### src/itp_pkg.sv
// Package for the integer token parser: widths, character codes, bases and
// the classified-character record passed from the front part to the back part.
// No dependencies.
package itp_pkg;

  localparam int VALUE_BITS    = 32;
  localparam int MAX_TOKEN_LEN = 255;
  localparam int POS_W         = $clog2(MAX_TOKEN_LEN + 1);
  localparam int CHAR_W        = 8;
  localparam int RADIX_W       = 5;
  localparam int OUT_VALUE_W   = 32;
  localparam int OFFSET_W      = 8;
  localparam int DIGIT_W       = 4;
  localparam int QUEUE_DEPTH   = 4;
  localparam int QPTR_W        = $clog2(QUEUE_DEPTH);
  localparam int QCNT_W        = $clog2(QUEUE_DEPTH + 1);

  typedef logic [CHAR_W-1:0]             char_t;
  typedef logic [RADIX_W-1:0]            radix_t;
  typedef logic [VALUE_BITS-1:0]         acc_t;
  typedef logic [POS_W-1:0]              pos_t;
  typedef logic [OFFSET_W-1:0]           offset_t;
  typedef logic signed [OUT_VALUE_W-1:0] out_value_t;
  typedef logic [DIGIT_W-1:0]            digit_t;
  typedef logic [QPTR_W-1:0]             qptr_t;
  typedef logic [QCNT_W-1:0]             qcnt_t;

  localparam char_t CH_NUL   = 8'h00;
  localparam char_t CH_SPACE = 8'h20;
  localparam char_t CH_MINUS = 8'h2D;
  localparam char_t CH_ZERO  = 8'h30;
  localparam char_t CH_NINE  = 8'h39;
  localparam char_t CH_LA    = 8'h61;
  localparam char_t CH_LF    = 8'h66;
  localparam char_t CH_UA    = 8'h41;
  localparam char_t CH_UF    = 8'h46;
  localparam char_t CH_LX    = 8'h78;
  localparam char_t CH_UX    = 8'h58;

  localparam radix_t RADIX_AUTO = 5'd0;
  localparam radix_t BASE_DEC   = 5'd10;
  localparam radix_t BASE_HEX   = 5'd16;

  // One character after classification.
  typedef struct packed {
    logic   is_nul;
    logic   is_space;
    logic   is_minus;
    logic   is_zero;
    logic   is_x;
    logic   is_digit;
    digit_t digit;
  } class_t;

  // Head of the queue as seen by the back part.
  typedef struct packed {
    logic   valid;
    class_t item;
  } q_head_t;

endpackage

### src/itp_if.sv
// Channel interfaces of the integer token parser: characters in, results out
// and the radix register write. Depends on itp_pkg.
interface itp_char_if;
  logic            valid;
  logic            ready;
  itp_pkg::char_t  character;
  modport source(output valid, output character, input ready);
  modport sink(input valid, input character, output ready);
endinterface

interface itp_result_if;
  logic                 valid;
  logic                 ready;
  itp_pkg::out_value_t  value;
  itp_pkg::offset_t     end_offset;
  logic                 not_a_number;
  modport source(output valid, output value, output end_offset, output not_a_number,
                 input ready);
  modport sink(input valid, input value, input end_offset, input not_a_number,
               output ready);
endinterface

interface itp_cfg_if;
  logic             valid;
  logic             ready;
  itp_pkg::radix_t  radix;
  modport source(output valid, output radix, input ready);
  modport sink(input valid, input radix, output ready);
endinterface

### src/integer_token_parser.sv
// Integer token parser: one character transfer per cycle while the queue is not full; a NUL gives one result.
// With the queue empty, a NUL's result goes through a queue entry, then the output register,
// and transfers once the receiver is ready.
// The back part has a single multiply-add and takes one character per cycle while no NUL waits on
// the output register; a four-entry queue lets the front keep taking characters while a result waits.
// Reset (synchronous, active high) sets radix to 0, clears token state, queue and result.
// Depends on itp_pkg, the interfaces, itp_front, itp_queue and itp_back.
module integer_token_parser (
  input  logic         clk,
  input  logic         rst,
  itp_char_if.sink     chars,
  itp_cfg_if.sink      cfg,
  itp_result_if.source results
);

  logic             push;
  logic             pop;
  logic             full;
  itp_pkg::class_t  item;
  itp_pkg::q_head_t head;

  itp_front u_front (
    .chars (chars),
    .full  (full),
    .push  (push),
    .item  (item)
  );

  itp_queue u_queue (
    .clk  (clk),
    .rst  (rst),
    .push (push),
    .item (item),
    .pop  (pop),
    .full (full),
    .head (head)
  );

  itp_back u_back (
    .clk     (clk),
    .rst     (rst),
    .head    (head),
    .pop     (pop),
    .cfg     (cfg),
    .results (results)
  );

endmodule

### src/itp_front.sv
// Front part: takes character transfers and classifies each character.
// Depends on itp_pkg and itp_char_if.
module itp_front (
  itp_char_if.sink        chars,
  input  logic            full,
  output logic            push,
  output itp_pkg::class_t item
);

  itp_pkg::char_t c;
  itp_pkg::char_t dsub;

  assign c           = chars.character;
  assign chars.ready = !full;
  assign push        = chars.valid && !full;

  always_comb begin
    item          = '0;
    dsub          = '0;
    item.is_nul   = (c == itp_pkg::CH_NUL);
    item.is_space = (c == itp_pkg::CH_SPACE);
    item.is_minus = (c == itp_pkg::CH_MINUS);
    item.is_zero  = (c == itp_pkg::CH_ZERO);
    item.is_x     = (c == itp_pkg::CH_LX) || (c == itp_pkg::CH_UX);
    if (c >= itp_pkg::CH_ZERO && c <= itp_pkg::CH_NINE) begin
      item.is_digit = 1'b1;
      dsub          = c - itp_pkg::CH_ZERO;
    end else if (c >= itp_pkg::CH_LA && c <= itp_pkg::CH_LF) begin
      item.is_digit = 1'b1;
      dsub          = c - itp_pkg::CH_LA + 8'd10;
    end else if (c >= itp_pkg::CH_UA && c <= itp_pkg::CH_UF) begin
      item.is_digit = 1'b1;
      dsub          = c - itp_pkg::CH_UA + 8'd10;
    end
    item.digit = dsub[itp_pkg::DIGIT_W-1:0];
  end

endmodule

### src/itp_queue.sv
// Short queue of classified characters between the front and back parts.
// Depends on itp_pkg.
module itp_queue (
  input  logic             clk,
  input  logic             rst,
  input  logic             push,
  input  itp_pkg::class_t  item,
  input  logic             pop,
  output logic             full,
  output itp_pkg::q_head_t head
);

  itp_pkg::class_t entries [itp_pkg::QUEUE_DEPTH];
  itp_pkg::qptr_t  wr_ptr;
  itp_pkg::qptr_t  rd_ptr;
  itp_pkg::qcnt_t  count;

  assign full       = (count == itp_pkg::qcnt_t'(itp_pkg::QUEUE_DEPTH));
  assign head.valid = (count != '0);
  assign head.item  = entries[rd_ptr];

  always_ff @(posedge clk) begin
    if (push) begin
      entries[wr_ptr] <= item;
    end
    if (rst) begin
      wr_ptr <= '0;
      rd_ptr <= '0;
      count  <= '0;
    end else begin
      if (push) begin
        wr_ptr <= wr_ptr + 1'b1;
      end
      if (pop) begin
        rd_ptr <= rd_ptr + 1'b1;
      end
      if (push && !pop) begin
        count <= count + 1'b1;
      end else if (pop && !push) begin
        count <= count - 1'b1;
      end
    end
  end

endmodule

### src/itp_back.sv
// Back part: token state machine, multiply-add accumulator, radix register
// and the result output register. Depends on itp_pkg and the interfaces.
module itp_back (
  input  logic             clk,
  input  logic             rst,
  input  itp_pkg::q_head_t head,
  output logic             pop,
  itp_cfg_if.sink          cfg,
  itp_result_if.source     results
);

  typedef enum logic [2:0] {
    PH_LEAD,
    PH_PREFIX,
    PH_ZERO,
    PH_DIGITS,
    PH_STOPPED
  } phase_t;

  phase_t          phase, phase_next;
  itp_pkg::acc_t   accumulator, accumulator_next;
  logic            negative, negative_next;
  itp_pkg::radix_t active_base, active_base_next;
  itp_pkg::pos_t   position, position_next;
  itp_pkg::pos_t   stop_offset, stop_offset_next;
  logic            junk_seen, junk_seen_next;
  itp_pkg::radix_t radix;
  itp_pkg::pos_t   pos_inc;
  itp_pkg::acc_t   signed_acc;
  itp_pkg::class_t it;

  assign it        = head.item;
  assign cfg.ready = 1'b1;

  // A NUL needs the output register; any other character never waits on it.
  assign pop = head.valid && (!it.is_nul || !results.valid || results.ready);

  assign pos_inc = (position < itp_pkg::pos_t'(itp_pkg::MAX_TOKEN_LEN)) ?
                   position + 1'b1 : position;
  assign signed_acc = negative ? (~accumulator + 1'b1) : accumulator;

  always_comb begin
    phase_t          ph;
    logic            handled;
    itp_pkg::radix_t base;
    ph                = phase;
    handled           = 1'b0;
    base              = active_base;
    phase_next        = phase;
    accumulator_next  = accumulator;
    negative_next     = negative;
    active_base_next  = active_base;
    position_next     = position;
    stop_offset_next  = stop_offset;
    junk_seen_next    = junk_seen;
    if (it.is_nul) begin
      phase_next       = PH_LEAD;
      accumulator_next = '0;
      negative_next    = 1'b0;
      active_base_next = '0;
      position_next    = '0;
      stop_offset_next = '0;
      junk_seen_next   = 1'b0;
    end else begin
      if (ph == PH_LEAD) begin
        if (it.is_space) begin
          position_next = pos_inc;
          handled       = 1'b1;
        end else if (it.is_minus) begin
          negative_next = 1'b1;
          phase_next    = PH_PREFIX;
          position_next = pos_inc;
          handled       = 1'b1;
        end else begin
          ph = PH_PREFIX;
        end
      end
      // The base is chosen at the first character after spaces and sign; in auto mode 0x or 0X selects hex.
      if (!handled && ph == PH_PREFIX) begin
        if (radix == itp_pkg::RADIX_AUTO) begin
          base = itp_pkg::BASE_DEC;
          if (it.is_zero) begin
            accumulator_next = '0;
            phase_next       = PH_ZERO;
            position_next    = pos_inc;
            handled          = 1'b1;
          end
        end else begin
          base = radix;
        end
        ph = PH_DIGITS;
      end
      if (!handled && ph == PH_ZERO) begin
        if (it.is_x) begin
          base          = itp_pkg::BASE_HEX;
          phase_next    = PH_DIGITS;
          position_next = pos_inc;
          handled       = 1'b1;
        end else begin
          ph = PH_DIGITS;
        end
      end
      if (!handled && ph == PH_DIGITS) begin
        phase_next = PH_DIGITS;
        if (it.is_digit && itp_pkg::radix_t'(it.digit) < base) begin
          accumulator_next = itp_pkg::acc_t'(accumulator * itp_pkg::acc_t'(base)
                                             + itp_pkg::acc_t'(it.digit));
          position_next    = pos_inc;
        end else begin
          junk_seen_next   = 1'b1;
          stop_offset_next = position;
          phase_next       = PH_STOPPED;
        end
      end
      active_base_next = base;
    end
  end

  always_ff @(posedge clk) begin
    if (rst) begin
      phase         <= PH_LEAD;
      accumulator   <= '0;
      negative      <= 1'b0;
      active_base   <= '0;
      position      <= '0;
      stop_offset   <= '0;
      junk_seen     <= 1'b0;
      radix         <= itp_pkg::RADIX_AUTO;
      results.valid <= 1'b0;
    end else begin
      if (cfg.valid) begin
        radix <= cfg.radix;
      end
      if (pop) begin
        phase       <= phase_next;
        accumulator <= accumulator_next;
        negative    <= negative_next;
        active_base <= active_base_next;
        position    <= position_next;
        stop_offset <= stop_offset_next;
        junk_seen   <= junk_seen_next;
      end
      if (pop && it.is_nul) begin
        results.valid        <= 1'b1;
        results.value        <= itp_pkg::out_value_t'(signed'(signed_acc));
        results.end_offset   <= itp_pkg::offset_t'(junk_seen ? stop_offset : position);
        results.not_a_number <= junk_seen;
      end else if (results.ready) begin
        results.valid <= 1'b0;
      end
    end
  end

`ifndef SYNTHESIS
  a_stop_has_junk: assert property (@(posedge clk) disable iff (rst)
    phase == PH_STOPPED |-> junk_seen)
    else $error("stopped phase without a recorded stop character");

  a_stop_before_pos: assert property (@(posedge clk) disable iff (rst)
    junk_seen |-> stop_offset <= position)
    else $error("stop offset beyond current position");

  a_digits_base: assert property (@(posedge clk) disable iff (rst)
    phase == PH_DIGITS |-> active_base != '0)
    else $error("digit phase with no base latched");

  a_nul_clears: assert property (@(posedge clk) disable iff (rst)
    pop && it.is_nul |=> phase == PH_LEAD && position == '0 && !junk_seen && results.valid)
    else $error("token end did not clear state and present a result");
`endif

endmodule

### src/flat_wrapper.sv
// flat-port wrapper written by rule: the top's interface ports become plain ports
module integer_token_parser_flat 
  (clk, rst, chars_valid, chars_character, chars_ready, cfg_valid, cfg_radix, cfg_ready, results_valid, results_value, results_end_offset, results_not_a_number, results_ready);
  itp_char_if chars_i ();
  itp_cfg_if cfg_i ();
  itp_result_if results_i ();
  input  logic clk;
  input  logic rst;
  input wire logic [$bits(chars_i.valid)-1:0] chars_valid;
  input wire logic [$bits(chars_i.character)-1:0] chars_character;
  output wire logic [$bits(chars_i.ready)-1:0] chars_ready;
  input wire logic [$bits(cfg_i.valid)-1:0] cfg_valid;
  input wire logic [$bits(cfg_i.radix)-1:0] cfg_radix;
  output wire logic [$bits(cfg_i.ready)-1:0] cfg_ready;
  output wire logic [$bits(results_i.valid)-1:0] results_valid;
  output wire logic [$bits(results_i.value)-1:0] results_value;
  output wire logic [$bits(results_i.end_offset)-1:0] results_end_offset;
  output wire logic [$bits(results_i.not_a_number)-1:0] results_not_a_number;
  input wire logic [$bits(results_i.ready)-1:0] results_ready;
  assign chars_i.valid = chars_valid;
  assign chars_i.character = chars_character;
  assign chars_ready = chars_i.ready;
  assign cfg_i.valid = cfg_valid;
  assign cfg_i.radix = cfg_radix;
  assign cfg_ready = cfg_i.ready;
  assign results_valid = results_i.valid;
  assign results_value = results_i.value;
  assign results_end_offset = results_i.end_offset;
  assign results_not_a_number = results_i.not_a_number;
  assign results_i.ready = results_ready;
  integer_token_parser u_core (.clk(clk), .rst(rst), .chars(chars_i), .cfg(cfg_i), .results(results_i));
endmodule
### config.mk
export PLATFORM = sky130hd
export DESIGN_NAME = integer_token_parser_flat
export DESIGN_NICKNAME = d
export VERILOG_FILES = /design/src/itp_pkg.sv /design/src/itp_if.sv /design/src/integer_token_parser.sv /design/src/itp_front.sv /design/src/itp_queue.sv /design/src/itp_back.sv /design/src/flat_wrapper.sv
export SDC_FILE = /design/constraint.sdc
export NUM_CORES = 1
export LEC_CHECK = 0
export BUFFER_PORTS_ARGS = -buffer_cell sky130_fd_sc_hd__buf_2
export CELL_PAD_IN_SITES_DETAIL_PLACEMENT = 1
export CELL_PAD_IN_SITES_GLOBAL_PLACEMENT = 1
export CORE_MARGIN = 5
export CORE_UTILIZATION = 51
export CTS_BUF_LIST = sky130_fd_sc_hd__clkbuf_4 sky130_fd_sc_hd__clkbuf_8
export DETAILED_ROUTE_END_ITERATION = 7
export PLACE_DENSITY = 0.93
export SLEW_MARGIN = 20
export SYNTH_ARGS = -nofsm -noshare
export SYNTH_HDL_FRONTEND = slang
export SYNTH_SLANG_ARGS = --single-unit
### constraint.sdc
create_clock -name clk -period 8.7 [get_ports clk]
set_clock_uncertainty 0.1 [all_clocks]
set_input_delay 0.435 -clock clk [delete_from_list [all_inputs] [get_ports clk]]
set_output_delay 0.435 -clock clk [all_outputs]
set_load 0.01 [all_outputs]
# Yosys cells after proc, flatten, opt, wreduce, memory -nomap -nowiden
# Memory sizes are Yosys's and may differ from the RTL's. A register that Yosys moved wholly into a read port is not among the register bits.
# Index checks and enable logic that the tools add are counted.
[totals] reg_bits=112 mem_bits_rw=40 input_bits=18 out_inout_bits=44 elab_cells=166 mem_count=1
[classes] addsub=12 mul=1 n_lt_le_gt_ge=8 eq_ne=11 mux=81 n_bitwise=2 n_reduce_logical=35
[mem_list] name="u_core.u_queue.entries" depth=4 word_bits=10 rd=1 rd_ports_with_merged_regs=1 write_ports=1 line_no="itp_queue.sv:13" rtl="itp_pkg::class_t entries [itp_pkg::QUEUE_DEPTH];"
[ops] operator="32-bit 2-to-1 mux" n=7
[ops] operator="8-bit 2-to-1 mux" n=16
[ops] operator="3-bit 2-to-1 mux" n=22
[ops] operator="32-bit by 1-bit adder with 32-bit output (second input constant)" n=1
[ops] operator="32-bit by 4-bit adder with 32-bit output" n=1
[ops] operator="32-bit by 5-bit multiplier with 32-bit output" n=1
[ops] operator="32-bit NOT" n=1
[ops] operator="5-bit 2-to-1 mux" n=6
[ops] operator="1-bit 2-to-1 mux" n=25
[ops] operator="8-bit by 6-bit == test with 1-bit output (second input constant)" n=3
[ops] operator="8-bit by 7-bit == test with 1-bit output (second input constant)" n=2
[ops] operator="8-bit by 7-bit greater-or-equal comparator with 1-bit output (second input constant)" n=2
[ops] operator="8-bit by 7-bit less-or-equal comparator with 1-bit output (second input constant)" n=2
[ops] operator="1-bit logical AND" n=12
[ops] operator="4-bit 2-to-1 mux" n=3
[ops] operator="4-bit by 1-bit subtractor with 4-bit output (second input constant)" n=3
[ops] operator="2-bit nonzero test" n=5
[ops] operator="4-bit adder (second input constant)" n=2
[ops] operator="8-bit by 1-bit adder with 8-bit output (second input constant)" n=1
[ops] operator="8-bit by 6-bit greater-or-equal comparator with 1-bit output (second input constant)" n=1
[ops] operator="8-bit by 6-bit less-or-equal comparator with 1-bit output (second input constant)" n=1
[ops] operator="1-bit zero test" n=8
[ops] operator="8-bit zero test" n=1
[ops] operator="8-bit < comparator (second input constant)" n=1
[ops] operator="18 further kinds" n=23

# Longest topological paths before layout
[logic_depth] word_depth=17 mapped_depth=24 mapped_depth_nobuf=21

# By module
# A second synthesis with hierarchy kept.
[unflattened] cells_unflattened=1243 hier_area_um2=11945.2
[by_module_without_submodules] mod="itp_back" n_inst=1 cells_each=1108 area_each_um2=9779.4 seq_area_each_um2=2512.4
[by_module_without_submodules] mod="itp_queue" n_inst=1 cells_each=96 area_each_um2=1873.0 seq_area_each_um2=1381.3
[by_module_without_submodules] mod="itp_front" n_inst=1 cells_each=39 area_each_um2=292.8 seq_area_each_um2=0.0

# Least setup slack after synthesis
# No wires, ideal clock.
[synth_timing] path_kind="reg2reg" from="register with a tool-made name" to="register u_core.u_back.accumulator[31]" setup_ps=128 t_arrival_ps=6196 path_slack_ps=2275 path_stages_with_launch=24 path_cell_list="dfxtp_1 buf_6 mux4_2 o21ai_4 nand2_1 mux2i_1 clkbuf_1 clkbuf_1 nor2b_1 fa_1 fa_1 inv_1 fa_1 inv_1 ha_1 or2_2 nand4bb_1 o211ai_1 o21ai_1 a311oi_1 nor3_1 a2111oi_0 xnor2_1 o21ai_0"
[synth_lines] element="end signal, assigned" line_no="itp_back.sv:136" rtl="accumulator <= accumulator_next;"
[synth_lines] element="end, declared" line_no="itp_back.sv:21" rtl="itp_pkg::acc_t accumulator, accumulator_next;"

==> metrics.md <==
| Metric | Value |
|---|---|
| Net load switching power | `1100 µW` |
| Final hold slack | `97.5 ps` |
| Drt drc | `0` |
| CTS resizes | `0` |
| CP endpoint kind | `register` |
| Synthesized cell area | `12,000 µm²` |
| IO Count | `62` |
| FILL cells | `2,626` |
| CTS Hold Bufs | `0` |
| Final Max Slew Viols | `0` |
| Clock Tree Root | `clkbuf_8` |
| Clock period minus worst slack | `7940 ps` |
| Area grow syn2layout | `8.27%` |
| Cell-internal power | `1390 µW` |
| Synth area leader | `edfxtp_1` |
| Total of max-cap violations | `0` |
| H-tree levels | `4` |
| Reg2Reg Capture Point | `u_core.u_back.accumulator[31]` |
| Clock sinks | `154` |
| Hold Crit Class | `primary input to register` |
| CP most frequent cell | `fa_1` |
| Cell Chain, Critical Path | `mux4_2 -> o21ai_4 -> nand2_1 -> a31oi_2 -> nor2b_1 -> fa_1 -> fa_1 -> inv_1 -> fa_1 -> inv_1 -> ha_1 -> o21ai_0 -> nand4b_1 -> o211ai_1 -> o21ai_1 -> a311oi_1 -> nor3_1 -> a2111oi_0 -> xnor2_1 -> o21ai_0` |
| Layout cells sized above 1 | `0.114` |
| Ys flop type | `edfxtp_1` |
| RSZ-0062 raised after global routing | `no` |
| WL final | `34,400 µm` |
| Syn_nets | `1,411` |
| Clock transition at path regs | `120 ps` |
| Post-route ant nets | `0` |
| Fmax | `0.126 GHz` |
| FF+latch area | `3890 µm²` |
| Rel. slew slack | `0.202` |
| CP Data Arrival Time | `8200 ps` |
| Placed cell area | `12,500 µm²` |
| DR WL/cell | `21.6 µm` |
| Initial antenna violation count | `0` |
| Mapped Cells | `1,230` |
| Distinct cells, synth | `75` |
| Crit path max-delay family | `compound AO/OA/AOI/OAI gates` |
| Site Rows | `56` |
| Status | `finished, final reports clean` |
| Peak per-stage delay on the critical path | `900 ps` |
| Vias/cell | `5.92` |
| Register share of total power | `0.390` |
| Synth top area share | `0.204` |
| Switch share | `0.442` |
| Clock tree from TritonCTS | `done` |
| Flop-to-flop setup slack | `760 ps` |
| Gp weighted congestion | `0.838` |
| CP required | `8960 ps` |
| Area contributors post-synth | `edfxtp_1 20%, fa_1 15%, dfxtp_1 12%, ha_1 8.0%, inv_1 5.6%` |
| Synthesized flop and latch total | `154` |
| VDD IR max | `0.129 mV` |
| Deepest clock path buffer count | `2` |
| Vias in the first global route | `10,565` |
| WP depth | `20` |
| Die Width | `163 µm` |
| Post-CTS Setup Repair Bufs | `0` |
| First-pass DRT Iterations | `5` |
| Core Footprint | `23,300 µm²` |
| P per Cell Area | `192 nW/µm²` |
| Largest net degree at the start of global routing | `56` |
| Worst reg2reg path depth | `20` |
| Multi-input logic area | `7160 µm²` |
| Total GRT Usage | `0.267` |
| Total grt overflow | `0` |
| Final std cell area, no fill | `12,900 µm²` |
| Total leakage power | `0.00566 µW` |
| Syn Area/Cell | `9.72 µm²` |
| Final Hold Viols | `0` |
| Setup tns final | `0 ps` |
| Dpl hpwl | `24,200 µm` |
| Initial Util | `0.514` |
| Actual slew at the worst max-slew pin | `1200 ps` |
| Die height | `163 µm` |
| Part of the cycle the worst path needs | `0.912` |
| Post-synth ARST share | `0` |
| EDFF count, synth | `81` |
| Final net count | `1,441` |
| Die area | `26,600 µm²` |
| Crit start category | `register` |
| Clock power share | `0.241` |
| N_diodes | `0` |
| Post-synthesis sequential area ratio | `0.326` |
| Critical path class | `register to register` |
| Finish-stage setup viols | `0` |
| Num CTS Buffers | `17` |
| DR iter-0 viols | `593` |
| Via count | `9,424` |
| Crit path to | `u_core.u_back.accumulator[31]` |
| Clock latency on the worst-skew pair | `500 ps` |
| Worst-path maximum fanout | `15` |
| Combinational cell fraction of total power | `0.369` |
| First-pass GRT wire length | `55,800 µm` |
| Slowest-stage cell, CP | `a31oi_2` |
| Synth warn | `0` |
| Buffer and inverter count on the worst path | `2` |
| I/O Buffers | `60` |
## metal layers
metal  GRT usage  wire length (µm)  up-vias  share of wire
met4       0.106              1220        0          0.035
met3      0.0431              1740      105          0.050
li1            -                 -     4170              -
met5           0                 0        -              0
met1       0.316             13600     4842           0.40
met2       0.483             17900      307           0.52
## cell usage after synthesis (22+ instances only)
cell type,n
edfxtp_1,81
a21oi_1,36
fa_1,87
a22oi_1,22
clkbuf_1,42
xnor2_1,47
nand2_1,61
inv_1,177
nor2_1,70
dfxtp_1,73
nor2b_1,55
ha_1,76
o21ai_0,45
and2_1,87
## power by group through the flow
stage	Clock [µW]	Combinational, µW	Sequential (µW)
CTS	601	906	969
global route	637	980	981
global placement	0	846	972
finish	598	916	970
detailed placement	0	896	984
floorplan	0	577	964
## metrics by stage
stage	setup WS, ps	power, µW	utilization	std cells
global placement	1350	1820	0.537	1560
detailed placement	975	1880	0.537	1560
floorplan	2280	1540	-	1230
global route	428	2600	0.556	1592
finish	762	2480	0.556	1592
CTS	824	2480	0.556	1592
## tightest hold or removal path, stage by stage
cell,delay (ps)
buf_2,90
mux2i_1,60
nor2_1,80
## how the worst min path moves through the flow
| stage | start | endpoint | slack [ps] | cells after the start |
|---|---|---|---|---|
| 2_1_floorplan | u_core.u_back.junk_seen | u_core.u_back.results.not_a_number | 310 | 0 |
| 3_3_place_gp | u_core.u_back.active_base[4] | u_core.u_back.active_base[4] | 370 | 2 |
| 3_5_place_dp | u_core.u_back.stop_offset[4] | u_core.u_back.stop_offset[4] | 390 | 2 |
| 4_1_cts | cfg_radix[0] | u_core.u_back.radix[0] | 90 | 3 |
| 5_1_grt | cfg_radix[3] | u_core.u_back.radix[3] | 110 | 3 |
| 6_report | cfg_radix[0] | u_core.u_back.radix[0] | 100 | 3 |
## cell type report
class                      count  share of cell area
clock buffer                  17              0.0181
clock inverter                15              0.0158
inverter                     178              0.0516
multi-input combinational    839               0.554
sequential                   154               0.301
tap                          319              0.0308
timing repair buffer          70              0.0290
## registers in the layout, summed over array words and instances, names as in the netlist, named ones only
register and cells:
u_core.u_back.phase 3, u_core.u_back.results.end_offset 8, u_core.u_back.junk_seen 1, u_core.u_back.position 8, u_core.u_back.negative 1, u_core.u_back.results.valid 1, u_core.u_queue.wr_ptr 2, u_core.u_back.active_base 5
u_core.u_back.results.not_a_number 1, u_core.u_back.stop_offset 8, u_core.u_queue.rd_ptr 2, u_core.u_back.accumulator 32, u_core.u_back.radix 5, u_core.u_queue.entries 40, u_core.u_queue.count 3, u_core.u_back.results.value 32
## placed cells by master, fill, tap and decap left out, drive strengths merged, types with 22 or more instances in the layout
cell	n
a21oi	37
a22oi	22
and2	87
buf	70
dfxtp	73
edfxtp	81
fa	87
ha	76
inv	186
nand2	61
nor2	71
nor2b	55
o21ai	49
xnor2	47
## logic make-up (layout without fill, tap and decap cells)
group	Yosys count	count (layout)	synth area share
xor+xnor	63	63	0.0473
simple gates	380	380	0.173
mux	29	29	0.0355
compound gates	203	203	0.116
other cells	1	1	0.000314
fa+ha+maj	163	163	0.225
flops	154	154	0.326
buf+inv	237	280	0.0769
Power figures use the tool's default switching activity.
